===== src/rtl/strle_pkg.sv =====
// ----------------------------------------------------------------------------
// strle_pkg: shared types and constants of the transparent sprite RLE encoder
// Holds buffer sizing, byte kind codes and sequencer states.
// ----------------------------------------------------------------------------
package strle_pkg;

    localparam int MAX_WIDTH = 32;
    localparam int ADDR_W    = $clog2(MAX_WIDTH);
    localparam int CNT_W     = $clog2(MAX_WIDTH + 1);
    localparam int CFG_W     = 6;
    localparam int PIX_W     = 8;

    localparam logic [CFG_W-1:0] WIDTH_RST = CFG_W'(32);

    typedef enum logic [1:0] {
        KIND_SKIP = 2'd0,
        KIND_LEN  = 2'd1,
        KIND_DATA = 2'd2
    } t_kind;

    typedef enum logic [2:0] {
        ST_IDLE,
        ST_HEAD,
        ST_LEN,
        ST_DATA,
        ST_TAIL
    } t_state;

endpackage


===== src/rtl/sprite_transparent_rle_encoder_unit.sv =====
// ----------------------------------------------------------------------------
// sprite_transparent_rle_encoder_unit: transparent sprite run-length encoder
// Turns raster palette pixels into skip / run-length / opaque data records.
// ----------------------------------------------------------------------------
// Output: the first result of a pixel is loaded into the output register
//   from the registered record plan; further results follow it in order.
// Input flow: a pixel that causes N > 0 results (N up to 34, set by the one
//   output loader and the buffer read port) holds the input stalled until
//   its last result is loaded; a pixel that causes no result never stalls it.
// Reset: synchronous, active low; clears sequencer, counters and output
//   valid, and sets the line width to 32. The run buffer is not cleared.
// ----------------------------------------------------------------------------
module sprite_transparent_rle_encoder_unit (
    input  logic                          i_clk,
    input  logic                          i_rst_n,
    // configuration
    input  logic                          i_cfg_we,
    input  logic [strle_pkg::CFG_W-1:0]   i_cfg_data,
    // pixel input
    input  logic                          i_valid,
    output logic                          o_stall,
    input  logic [strle_pkg::PIX_W-1:0]   i_pixel,
    // encoded output
    output logic                          o_valid,
    input  logic                          i_stall,
    output logic [7:0]                    o_code_byte,
    output logic [1:0]                    o_byte_kind,
    output logic                          o_line_end,
    output logic                          o_last
);

    localparam int CW = strle_pkg::CNT_W;
    localparam int FW = strle_pkg::CFG_W;
    localparam int AW = strle_pkg::ADDR_W;
    localparam logic [FW-1:0] MAX_W = FW'(strle_pkg::MAX_WIDTH);
    localparam logic [CW-1:0] MAX_C = CW'(strle_pkg::MAX_WIDTH);

    // line state
    logic [FW-1:0]  r_width;
    logic [FW-1:0]  r_column, n_column;
    logic           r_in_run, n_in_run;
    logic [CW-1:0]  r_skip,   n_skip;
    logic [CW-1:0]  r_run,    n_run;

    // record plan captured with the pixel
    strle_pkg::t_state r_state, n_state;
    logic [CW-1:0]  r_head_val, n_head_val;
    logic           r_head_end, n_head_end;
    logic           r_flush,    n_flush;
    logic           r_tail,     n_tail;
    logic           r_eol,      n_eol;
    logic [CW-1:0]  r_cnt,      n_cnt;
    logic [CW-1:0]  r_pos,      n_pos;

    // run buffer and its registered read port
    logic [strle_pkg::PIX_W-1:0] r_mem [strle_pkg::MAX_WIDTH];
    logic [strle_pkg::PIX_W-1:0] r_rd;
    logic           wr_en;
    logic [AW-1:0]  wr_addr;
    logic           rd_en;
    logic [AW-1:0]  rd_addr;

    // output register
    logic                   r_o_valid;
    logic [7:0]             r_o_byte;
    strle_pkg::t_kind       r_o_kind;
    logic                   r_o_end;
    logic                   r_o_last;

    logic                   load;
    logic [7:0]             ld_byte;
    strle_pkg::t_kind       ld_kind;
    logic                   ld_end;
    logic                   ld_last;

    logic           accept;
    logic           out_free;
    logic [FW-1:0]  w_eff;
    logic           eol;
    logic           opaque;
    logic           data_final;

    assign o_stall  = (r_state != strle_pkg::ST_IDLE);
    assign accept   = i_valid && !o_stall;
    assign out_free = !r_o_valid || !i_stall;
    assign opaque   = (i_pixel != '0);

    // Effective width: zero acts as one, oversize clamps to the buffer.
    always_comb begin
        if (r_width == '0) begin
            w_eff = FW'(1);
        end else if (r_width > MAX_W) begin
            w_eff = MAX_W;
        end else begin
            w_eff = r_width;
        end
        eol = ({1'b0, r_column} + (FW+1)'(1)) >= {1'b0, w_eff};
    end

    // Front end: update line state and plan the records of this pixel.
    always_comb begin
        n_column   = r_column;
        n_in_run   = r_in_run;
        n_skip     = r_skip;
        n_run      = r_run;
        n_head_val = r_head_val;
        n_head_end = r_head_end;
        n_flush    = r_flush;
        n_tail     = r_tail;
        n_eol      = r_eol;
        n_cnt      = r_cnt;
        wr_en      = 1'b0;
        wr_addr    = '0;
        if (accept) begin
            n_head_end = 1'b0;
            n_flush    = 1'b0;
            n_tail     = 1'b0;
            n_eol      = eol;
            if (!r_in_run) begin
                if (!opaque) begin
                    // transparent in skip phase: count, report only at line end
                    n_skip     = r_skip + CW'(1);
                    n_head_val = r_skip + CW'(1);
                    n_head_end = 1'b1;
                end else begin
                    // open a run: skip record first, pixel into slot zero
                    n_head_val = r_skip;
                    n_skip     = '0;
                    n_in_run   = 1'b1;
                    n_run      = CW'(1);
                    wr_en      = 1'b1;
                    wr_addr    = '0;
                    n_flush    = eol;
                    n_cnt      = CW'(1);
                end
            end else begin
                if (!opaque) begin
                    // close the run, start a new skip of one
                    n_flush  = 1'b1;
                    n_cnt    = r_run;
                    n_tail   = eol;
                    n_in_run = 1'b0;
                    n_skip   = CW'(1);
                    n_run    = '0;
                end else begin
                    if (r_run < MAX_C) begin
                        wr_en   = 1'b1;
                        wr_addr = r_run[AW-1:0];
                        n_run   = r_run + CW'(1);
                        n_cnt   = r_run + CW'(1);
                    end else begin
                        n_cnt   = r_run;
                    end
                    n_flush = eol;
                end
            end
            if (eol) begin
                n_column = '0;
                n_in_run = 1'b0;
                n_skip   = '0;
                n_run    = '0;
            end else begin
                n_column = r_column + FW'(1);
            end
        end
    end

    assign data_final = ((r_pos + CW'(1)) == r_cnt);

    // Sequencer next state.
    always_comb begin
        n_state = r_state;
        case (r_state)
            strle_pkg::ST_IDLE: begin
                if (accept) begin
                    if ((!r_in_run && !opaque && eol) || (!r_in_run && opaque)) begin
                        n_state = strle_pkg::ST_HEAD;
                    end else if (n_flush) begin
                        n_state = strle_pkg::ST_LEN;
                    end
                end
            end
            strle_pkg::ST_HEAD: begin
                if (out_free) begin
                    n_state = r_flush ? strle_pkg::ST_LEN : strle_pkg::ST_IDLE;
                end
            end
            strle_pkg::ST_LEN: begin
                if (out_free) begin
                    n_state = strle_pkg::ST_DATA;
                end
            end
            strle_pkg::ST_DATA: begin
                if (out_free && data_final) begin
                    n_state = r_tail ? strle_pkg::ST_TAIL : strle_pkg::ST_IDLE;
                end
            end
            strle_pkg::ST_TAIL: begin
                if (out_free) begin
                    n_state = strle_pkg::ST_IDLE;
                end
            end
            default: n_state = strle_pkg::ST_IDLE;
        endcase
    end

    // Sequencer outputs: what the output register loads, buffer reads.
    always_comb begin
        load    = 1'b0;
        ld_byte = '0;
        ld_kind = strle_pkg::KIND_SKIP;
        ld_end  = 1'b0;
        ld_last = 1'b0;
        rd_en   = 1'b0;
        rd_addr = '0;
        n_pos   = r_pos;
        case (r_state)
            strle_pkg::ST_HEAD: begin
                load    = out_free;
                ld_byte = 8'(r_head_val);
                ld_kind = strle_pkg::KIND_SKIP;
                ld_end  = r_head_end;
                ld_last = !r_flush;
            end
            strle_pkg::ST_LEN: begin
                // prefetch the first buffered pixel with the length byte
                load    = out_free;
                ld_byte = 8'(r_cnt);
                ld_kind = strle_pkg::KIND_LEN;
                rd_en   = out_free;
                rd_addr = '0;
                if (out_free) begin
                    n_pos = '0;
                end
            end
            strle_pkg::ST_DATA: begin
                // the last data byte ends the line only when no skip follows
                load    = out_free;
                ld_byte = r_rd;
                ld_kind = strle_pkg::KIND_DATA;
                ld_end  = data_final && r_eol && !r_tail;
                ld_last = data_final && !r_tail;
                rd_en   = out_free;
                rd_addr = AW'(r_pos + CW'(1));
                if (out_free) begin
                    n_pos = r_pos + CW'(1);
                end
            end
            strle_pkg::ST_TAIL: begin
                load    = out_free;
                ld_byte = 8'd1;
                ld_kind = strle_pkg::KIND_SKIP;
                ld_end  = 1'b1;
                ld_last = 1'b1;
            end
            default: begin
                load = 1'b0;
            end
        endcase
    end

    // Control registers.
    always_ff @(posedge i_clk) begin
        if (!i_rst_n) begin
            r_width   <= strle_pkg::WIDTH_RST;
            r_column  <= '0;
            r_in_run  <= 1'b0;
            r_skip    <= '0;
            r_run     <= '0;
            r_state   <= strle_pkg::ST_IDLE;
            r_flush   <= 1'b0;
            r_tail    <= 1'b0;
            r_eol     <= 1'b0;
            r_head_end <= 1'b0;
            r_cnt     <= '0;
            r_pos     <= '0;
            r_o_valid <= 1'b0;
        end else begin
            if (i_cfg_we) begin
                r_width <= i_cfg_data;
            end
            r_column   <= n_column;
            r_in_run   <= n_in_run;
            r_skip     <= n_skip;
            r_run      <= n_run;
            r_state    <= n_state;
            r_flush    <= n_flush;
            r_tail     <= n_tail;
            r_eol      <= n_eol;
            r_head_end <= n_head_end;
            r_cnt      <= n_cnt;
            r_pos      <= n_pos;
            if (load) begin
                r_o_valid <= 1'b1;
            end else if (!i_stall) begin
                r_o_valid <= 1'b0;
            end
        end
    end

    // Payload registers: no reset.
    always_ff @(posedge i_clk) begin
        r_head_val <= n_head_val;
        if (load) begin
            r_o_byte <= ld_byte;
            r_o_kind <= ld_kind;
            r_o_end  <= ld_end;
            r_o_last <= ld_last;
        end
    end

    // Run buffer: written with the pixel, read one byte ahead of the output.
    always_ff @(posedge i_clk) begin
        if (wr_en) begin
            r_mem[wr_addr] <= i_pixel;
        end
        if (rd_en) begin
            r_rd <= r_mem[rd_addr];
        end
    end

    assign o_valid     = r_o_valid;
    assign o_code_byte = r_o_byte;
    assign o_byte_kind = r_o_kind;
    assign o_line_end  = r_o_end;
    assign o_last      = r_o_last;

    // A run being drained always has one to MAX_WIDTH bytes.
    a_len_range: assert property (@(posedge i_clk) disable iff (!i_rst_n)
        (r_state == strle_pkg::ST_LEN) |-> (r_cnt != '0 && r_cnt <= MAX_C))
        else $error("run length out of range at flush");

    // Drain position stays inside the run.
    a_pos_range: assert property (@(posedge i_clk) disable iff (!i_rst_n)
        (r_state == strle_pkg::ST_DATA) |-> (r_pos < r_cnt))
        else $error("drain position beyond run length");

    // An open run holds at least one buffered pixel.
    a_run_open: assert property (@(posedge i_clk) disable iff (!i_rst_n)
        r_in_run |-> (r_run != '0 && r_run <= MAX_C))
        else $error("open run with bad count");

    // The final byte of a line is the final result of its pixel.
    a_end_last: assert property (@(posedge i_clk) disable iff (!i_rst_n)
        (r_o_valid && r_o_end) |-> r_o_last)
        else $error("line end without last");

    // A length byte is always followed by its data.
    a_len_not_last: assert property (@(posedge i_clk) disable iff (!i_rst_n)
        (r_o_valid && r_o_kind == strle_pkg::KIND_LEN) |-> !r_o_last)
        else $error("length byte marked last");

endmodule


===== config.mk =====
export PLATFORM = sky130hd
export DESIGN_NAME = sprite_transparent_rle_encoder_unit
export DESIGN_NICKNAME = d
export VERILOG_FILES = /design/src/rtl/strle_pkg.sv /design/src/rtl/sprite_transparent_rle_encoder_unit.sv
export SDC_FILE = /design/constraint.sdc
export NUM_CORES = 1
export LEC_CHECK = 0
export ABC_AREA = 1
export BUFFER_PORTS_ARGS = -buffer_cell sky130_fd_sc_hd__buf_2
export CAP_MARGIN = 20
export CELL_PAD_IN_SITES_DETAIL_PLACEMENT = 1
export CELL_PAD_IN_SITES_GLOBAL_PLACEMENT = 1
export CORE_AREA = 2 2 160 162
export CTS_BUF_LIST = sky130_fd_sc_hd__clkbuf_8
export DETAILED_ROUTE_END_ITERATION = 8
export DIE_AREA = 0 0 162 164
export PLACE_DENSITY_LB_ADDON = 0.12
export SYNTH_ARGS = -nofsm -noshare
export SYNTH_HDL_FRONTEND = slang
export SYNTH_SLANG_ARGS = --single-unit

===== constraint.sdc =====
create_clock -name i_clk -period 7.5 [get_ports i_clk]
set_input_delay 0.375 -clock i_clk [delete_from_list [all_inputs] [get_ports i_clk]]
set_output_delay 0.375 -clock i_clk [all_outputs]
set_load 0.02 [all_outputs]

==> results of run 1 <==
==> critical path, stage by stage (launching register included) <==
cell and delay [ns]:
dfxtp_1 0.31, buf_4 0.38, ha_1 0.46, inv_2 0.27, nor2_4 0.06, buf_4 0.32
inv_2 0.67, o21ai_0 0.19, o21ai_1 0.24, o21ai_0 0.11, o21ai_1 0.26, nand2_1 0.11
nand2_1 0.10
==> synth_stat cells, types with 3 or more instances <==
cell type,number,area (sq um)
clkinv_1,4,15.01
o21ai_1,62,310.3
nor2_1,174,653.1
or2_2,4,25.02
or2_0,23,143.9
o211ai_2,4,50.05
o21ai_0,68,340.3
clkbuf_1,25,93.84
buf_4,13,97.59
o221ai_1,23,201.4
o22ai_1,8,50.05
nor3_1,12,60.06
o211ai_1,56,420.4
nand3_1,66,330.3
inv_2,5,18.77
or2_1,12,75.07
a21oi_1,31,155.2
nand2_1,180,675.7
edfxtp_1,282,8468
dfxtp_1,45,900.9
ha_1,12,150.1
inv_1,71,266.5
nor2_4,3,33.78
xor2_1,8,70.07
nand4_1,6,37.54
buf_2,14,70.07
a211oi_1,6,45.04
==> registers in the layout, indices dropped and copies added (netlist names), 6 cells and up <==
register / count
o_code_byte: 8
r_cnt: 6
r_column: 6
r_head_val: 6
r_mem: 256
r_pos: 6
r_rd: 8
r_run: 6
r_skip: 6
r_width: 6
==> placed cells by master, fill, tap and decap left out, types with 9 or more instances in the layout <==
cell type and instances:
a21oi_1 31, buf_2 32, buf_4 9, clkbuf_8 52, clkinv_1 9, dfxtp_1 45
edfxtp_1 282, ha_1 12, inv_1 101, nand2_1 180, nand3_1 66, nor2_1 174
nor3_1 11, o211ai_1 56, o21ai_0 68, o21ai_1 62, o221ai_1 23, or2_0 23
or2_1 12
==> kinds of logic after synthesis <==
logic type                 share of synthesized area [%]
AOI/OAI and AO/OA                                  11.84
adders and majority gates                          1.077
and+or+nand+nor                                    15.13
buffers and inverters                              4.220
DFF                                                67.23
xor gates and xnor gates                          0.5028
==> cell type report <==
cell class                 instances  area, sq um  share of cell area (%)
inverter                          80        300.3                   1.971
clock inverter                    39        201.4                   1.322
tap                              330        412.9                   2.711
clock buffer                      52        715.7                   4.699
timing repair buffer              43        249.0                   1.635
sequential                       327         9369                   61.51
multi-input combinational        777         3984                   26.15
==> power breakdown <==
group | switching [mW] | internal (mW) | leakage (nW)
sequential | 0.0821 | 2.13 | 2.92
combinational | 0.632 | 0.237 | 1.86
clock | 0.686 | 0.680 | 0.570
==> final timing paths <==
path | startpoint | to | slack (ns) | depth (start not counted)
worst max-delay path | r_pos[0] | r_rd[0] | 3.81 | 12
worst min-delay path | i_cfg_data[1] | r_width[1] | 0.02 | 3
worst max register to register | r_pos[0] | r_rd[0] | 3.81 | 12
worst min register to register | r_head_end | r_head_end | 0.48 | 2
==> metal layers <==
| metal | GRT usage, % | vias to the layer above |
|---|---|---|
| met4 | 11.18 | 0 |
| met1 | 37.04 | 4956 |
| met5 | 0 | - |
| met2 | 50.70 | 315 |
| met3 | 4.293 | 98 |
| li1 | - | 4509 |
==> results.yml, run 1 <==
outcome:
  status: "finished clean"
floorplan:
  start_util_pct: 56.15
  die_y_microns: 164
  fp.coreArea_sq_mm: 0.02482
  core.rowCount: 58
  die_x_microns: 162
  io_pins: 33
  die-area_sq_mm: 0.02657
timing:
  max-slew-margin-rel_pct: 31.24
  fin_setup_tns_ns: 0
  fmax_mhz: 271.2
  period_share_pct: 49.16
  setup_ws_ns: 3.813
  worstMarginPinSlew_ns: 1.031
  holdWs_ns: 0.02203
  finalClockSkew_ns: 0.02705
  setup_viol: 0
  drv_slew: 0
  rsz0062_at_grt: "false"
  timing.final.hold_violations: 0
  period_needed_ns: 3.687
place:
  placed_area_sq_mm: 0.01429
  pre_cts_ws_ns: 3.786
  gp_congestion: 0.8744
  port_buffers: 32
  dp_hpwl_microns: 24820
  place_inst: 1555
cts:
  clock-sinks: 327
  h-tree-depth: 2
  root_buffer: "clkbuf_8"
  cts_setup_buffers: 0
  clk_latency_ns: 0.60
  cts_resized: 0
  tritoncts: "done"
  clk_path_buf_depth: 3
  ctsHoldBuffers: 1
  clk_pin_slew_ns: 0.06
  cts-buffers-inserted: 52
worst_setup_path:
  required_ns: 7.95
  critical_path_arrival_ns: 4.13
  worstPathMaxFanout: 49
  worstSetupPathType: "reg2reg"
  endpoint_kind: "flip-flop"
  worst_setup_path_start_kind: "flip-flop"
logic_synthesis:
  ys.flop_type: "edfxtp_1"
  async_flop_share_pct: 0
  ys_warn_count: 0
  synth_edf_count: 282
  synthCells: 1239
  synth-seq-area-share_pct: 67.23
  synth_fp_nets: 1270
  syn_area_sq_mm: 0.01394
  ys_types: 44
  avgSynthCellArea_sq_um: 11.25
  synth-seq-cells: 327
power:
  leakage_nw: 5.349
  power_density_mw_per_mm2: 291.9
  ir_drop_mv: 0.1640
  total_power_mw: 4.446
routing:
  wl_met2_microns: 19140
  vias_per_cell: 5.994
  wl_met1_microns: 15630
  top_layer: "met4"
  ant_nets: 0
  wl_microns: 38020
  drc: 0
  dr.pass1.iters: 5
  vias: 9878
  drt_iter0_drc: 964
  dr_wl_met3_microns: 1923
  post_drt_wl_per_cell_microns: 23.07
cells_and_area:
  area_growth_pct: 9.301
  fillCellCount: 2659
  n_antenna_cell: 0
  instances_no_fill: 1648
  final_util_pct: 61.37
  drive_gt1_share_pct: 9.105
  final_area_sq_mm: 0.01523
  layout.nets: 1312
global_route:
  track_usage_pct: 29.09
  grt_max_degree: 94
  grt_pass1_wl_microns: 58590
  overflow: 0
  antenna_found_initial: 0
  grt_pass1_vias: 10310
worst_hold_path:
  worstHoldPathType: "in2reg"
run:
  maxCapViolCount: 0
No activity file was read; power rests on OpenSTA's default activity.
==> inputs of run 2 (changes only) <==
Settings changed: ABC_AREA 1 to 0, CORE_AREA 2 2 160 162 to 2 2 164 166, DIE_AREA 0 0 162 164 to 0 0 166 168.
Clock period 7.5 ns to 3.8 ns, I/O delays scaled along.
==> run 2 against run 1 <==
Compared with the run above: worst setup slack lost 3.2 ns; maximum frequency rose by 17%; clock skew shrank 0.010 ns; count of clock-buffer cells in the layout rose by 1; sequential power grew 95%; critical path type unchanged.
==> results.yml, run 2 <==
outcome:
  status: "finished clean"
logic_synthesis:
  ys_warn_count: 0
  avgSynthCellArea_sq_um: 13.91
  ys_types: 62
  synth_most_common_cell: "edfxtp_1"
  synth_fp_nets: 1028
  ys.flop_type: "edfxtp_1"
  post-synth-top-area-fraction_pct: 61.06
  synthCells: 997
  synth-seq-area-share_pct: 67.55
  synth.area.top_cells: "edfxtp_1 (61%), dfxtp_1 (6.5%), mux4_2 (4.2%), nor2_1 (2.7%), mux2i_1 (2.7%)"
  synth-seq-cells: 327
  synth_area_leader_cell: "edfxtp_1"
  yosys-top-cells-count: "edfxtp_1 (282), nor2_1 (101), nand2_1 (68)"
  synth_edf_count: 282
  syn_area_sq_mm: 0.01387
  async_flop_share_pct: 0
global_route:
  met2_usage_pct: 43.46
  use_met1_pct: 35.54
  antenna_found_initial: 1
  use_met3_pct: 5.853
  grt_pass1_vias: 9312
  grt_max_degree: 60
  grt_pass1_wl_microns: 55730
  overflow: 0
  track_usage_pct: 26.29
  busiest_layer: "met2"
place:
  gp_congestion: 0.8350
  placed_area_sq_mm: 0.01460
  dp_hpwl_microns: 23690
  port_buffers: 32
cells_and_area:
  max_flop_register: "r_mem"
  final_cell_mix: "edfxtp_1 (282), nor2_1 (101), nand2_1 (68)"
  area_growth_pct: 13.07
  n_antenna_cell: 0
  layout.nets: 1120
  drive_gt1_share_pct: 17.49
  final_util_pct: 59.52
  final_common_cell: "edfxtp_1"
  final_area_sq_mm: 0.01568
  largest_register_ffs: 256
cts:
  root_buffer: "clkbuf_8"
  cts-buffers-inserted: 52
  clk_path_buf_depth: 3
  clk_latency_ns: 0.58
  tritoncts: "done"
  clk_pin_slew_ns: 0.06
  cts_resized: 0
  clock-sinks: 327
  h-tree-depth: 2
floorplan:
  die-area_sq_mm: 0.02789
  die_x_microns: 166
  start_util_pct: 52.64
  io_pins: 33
  fp.coreArea_sq_mm: 0.02635
  core.rowCount: 60
  die_y_microns: 168
worst_setup_path:
  required_ns: 4.31
  critical_path_arrival_ns: 3.65
  worstSetupPathType: "reg2reg"
  worst_setup_path_start_kind: "flip-flop"
  worstPathMaxFanout: 9
  endpoint_kind: "flip-flop"
worst_hold_path:
  worstHoldPathType: "in2reg"
routing:
  vias: 8954
  ant_nets: 0
  wl_microns: 36570
  drc: 0
  drt_iter0_drc: 907
  post_drt_wl_per_cell_microns: 24.83
  vias_per_cell: 6.079
  dr.pass1.iters: 6
timing:
  setup_viol: 0
  period_needed_ns: 3.145
  rsz0062_at_grt: "false"
  worstMarginPinSlew_ns: 0.9270
  max-slew-margin-rel_pct: 38.20
  fin_setup_tns_ns: 0
  finalClockSkew_ns: 0.01676
  drv_slew: 0
  period_share_pct: 82.77
  fmax_mhz: 317.9
  timing.final.hold_violations: 0
power:
  p_seq_share_pct: 50.9
  p_int_mw: 6.003
  ir_drop_mv: 0.3777
  power_frac_clock_pct: 32.5
  p_switching_mw: 2.443
  p_comb_share_pct: 16.6
  swShare_pct: 28.93
  power_density_mw_per_mm2: 538.5
  leakage_nw: 5.296
run:
  maxCapViolCount: 0
-- run 2: changes by cell type after synthesis, sizes merged, moves of 13 or more --
cell / change
a21oi: +13
inv: -64
mux2i: +37
mux4: +26
nand2: -112
nand3: -49
nor2: -78
o211ai: -55
o21ai: -92
o22ai: +29
or2: -38
xnor2: +14
-- run 2: what timing repair did --
action | 4_1_cts | 5_1_grt
buffers inserted | 0 | 0
hold buffers | 13 | 0
endpoints found under the setup margin | 0 | 0
endpoints found under the hold margin | 6 | 0
-- run 2: final timing paths --
| check | start | to | slack (ns) | cells after the start |
|---|---|---|---|---|
| worst max register to register | r_column[0] | r_skip[0] | 0.65 | 9 |
| worst min-delay path | i_rst_n | r_run[3] | 0.05 | 3 |
| worst max-delay path | r_column[0] | r_skip[0] | 0.65 | 9 |
| worst min register to register | r_column[1] | r_column[1] | 0.49 | 2 |
-- run 2: cell type report --
type | instances | area (sq um)
Sequential cell | 327 | 9370
Tap cell | 341 | 426.7
Fill cell | 2596 | 10670
Clock buffer | 53 | 729.5
Inverter | 15 | 56.30
Timing Repair Buffer | 101 | 723.2
Multi-Input combinational cell | 592 | 4158
Clock inverter | 44 | 219.0
-- run 2: per-stage QoR --
stage | setup slack [ns] | hold WS, ns | total power [mW] | instances
2_1_floorplan | 0.9057 | 0.2889 | 5.227 | 997
3_3_place_gp | 0.7827 | 0.4189 | 5.704 | 1363
3_5_place_dp | 0.7105 | 0.4210 | 5.752 | 1363
4_1_cts | 0.7033 | 0.02946 | 8.496 | 1473
5_1_grt | 0.3684 | 0.07042 | 8.786 | 1473
6_report | 0.6546 | 0.04525 | 8.446 | 1473
-- run 2: per-layer routing --
layer	routed length, microns	up-vias
li1	-	4049
met5	15	-
met1	15610	4540
met2	17720	305
met4	819	2
met3	2415	58
-- run 2: worst max-delay path, cell delays in order, from the launching register on --
cell and delay (ns):
dfxtp_1 0.40, ha_1 0.25, nand3_1 0.16, xnor2_1 0.17, ha_1 0.30, nand3_1 0.08, o221ai_1 0.72, o21ai_1 0.42
or3_1 0.45, a21oi_1 0.14
-- run 2: cell families (layout without fill, tap and decap cells) --
family / Yosys count / in the layout / share of synthesized area [%]
fa+ha+maj: 12 / 12 / 1.083
compound gates: 212 / 212 / 10.05
xor+xnor: 26 / 26 / 1.985
mux: 73 / 73 / 7.704
simple gates: 269 / 269 / 9.084
flops: 327 / 327 / 67.55
buf+inv: 78 / 213 / 2.544
-- run 2: power by group through the flow --
stage          registers, mW  logic (mW)  clock network (mW)
4_1_cts                 4.30        1.40                2.80
3_3_place_gp            4.36        1.34                   0
5_1_grt                 4.31        1.53                2.94
6_report                4.30        1.40                2.75
2_1_floorplan           4.37       0.859                   0
3_5_place_dp            4.37        1.38                   0
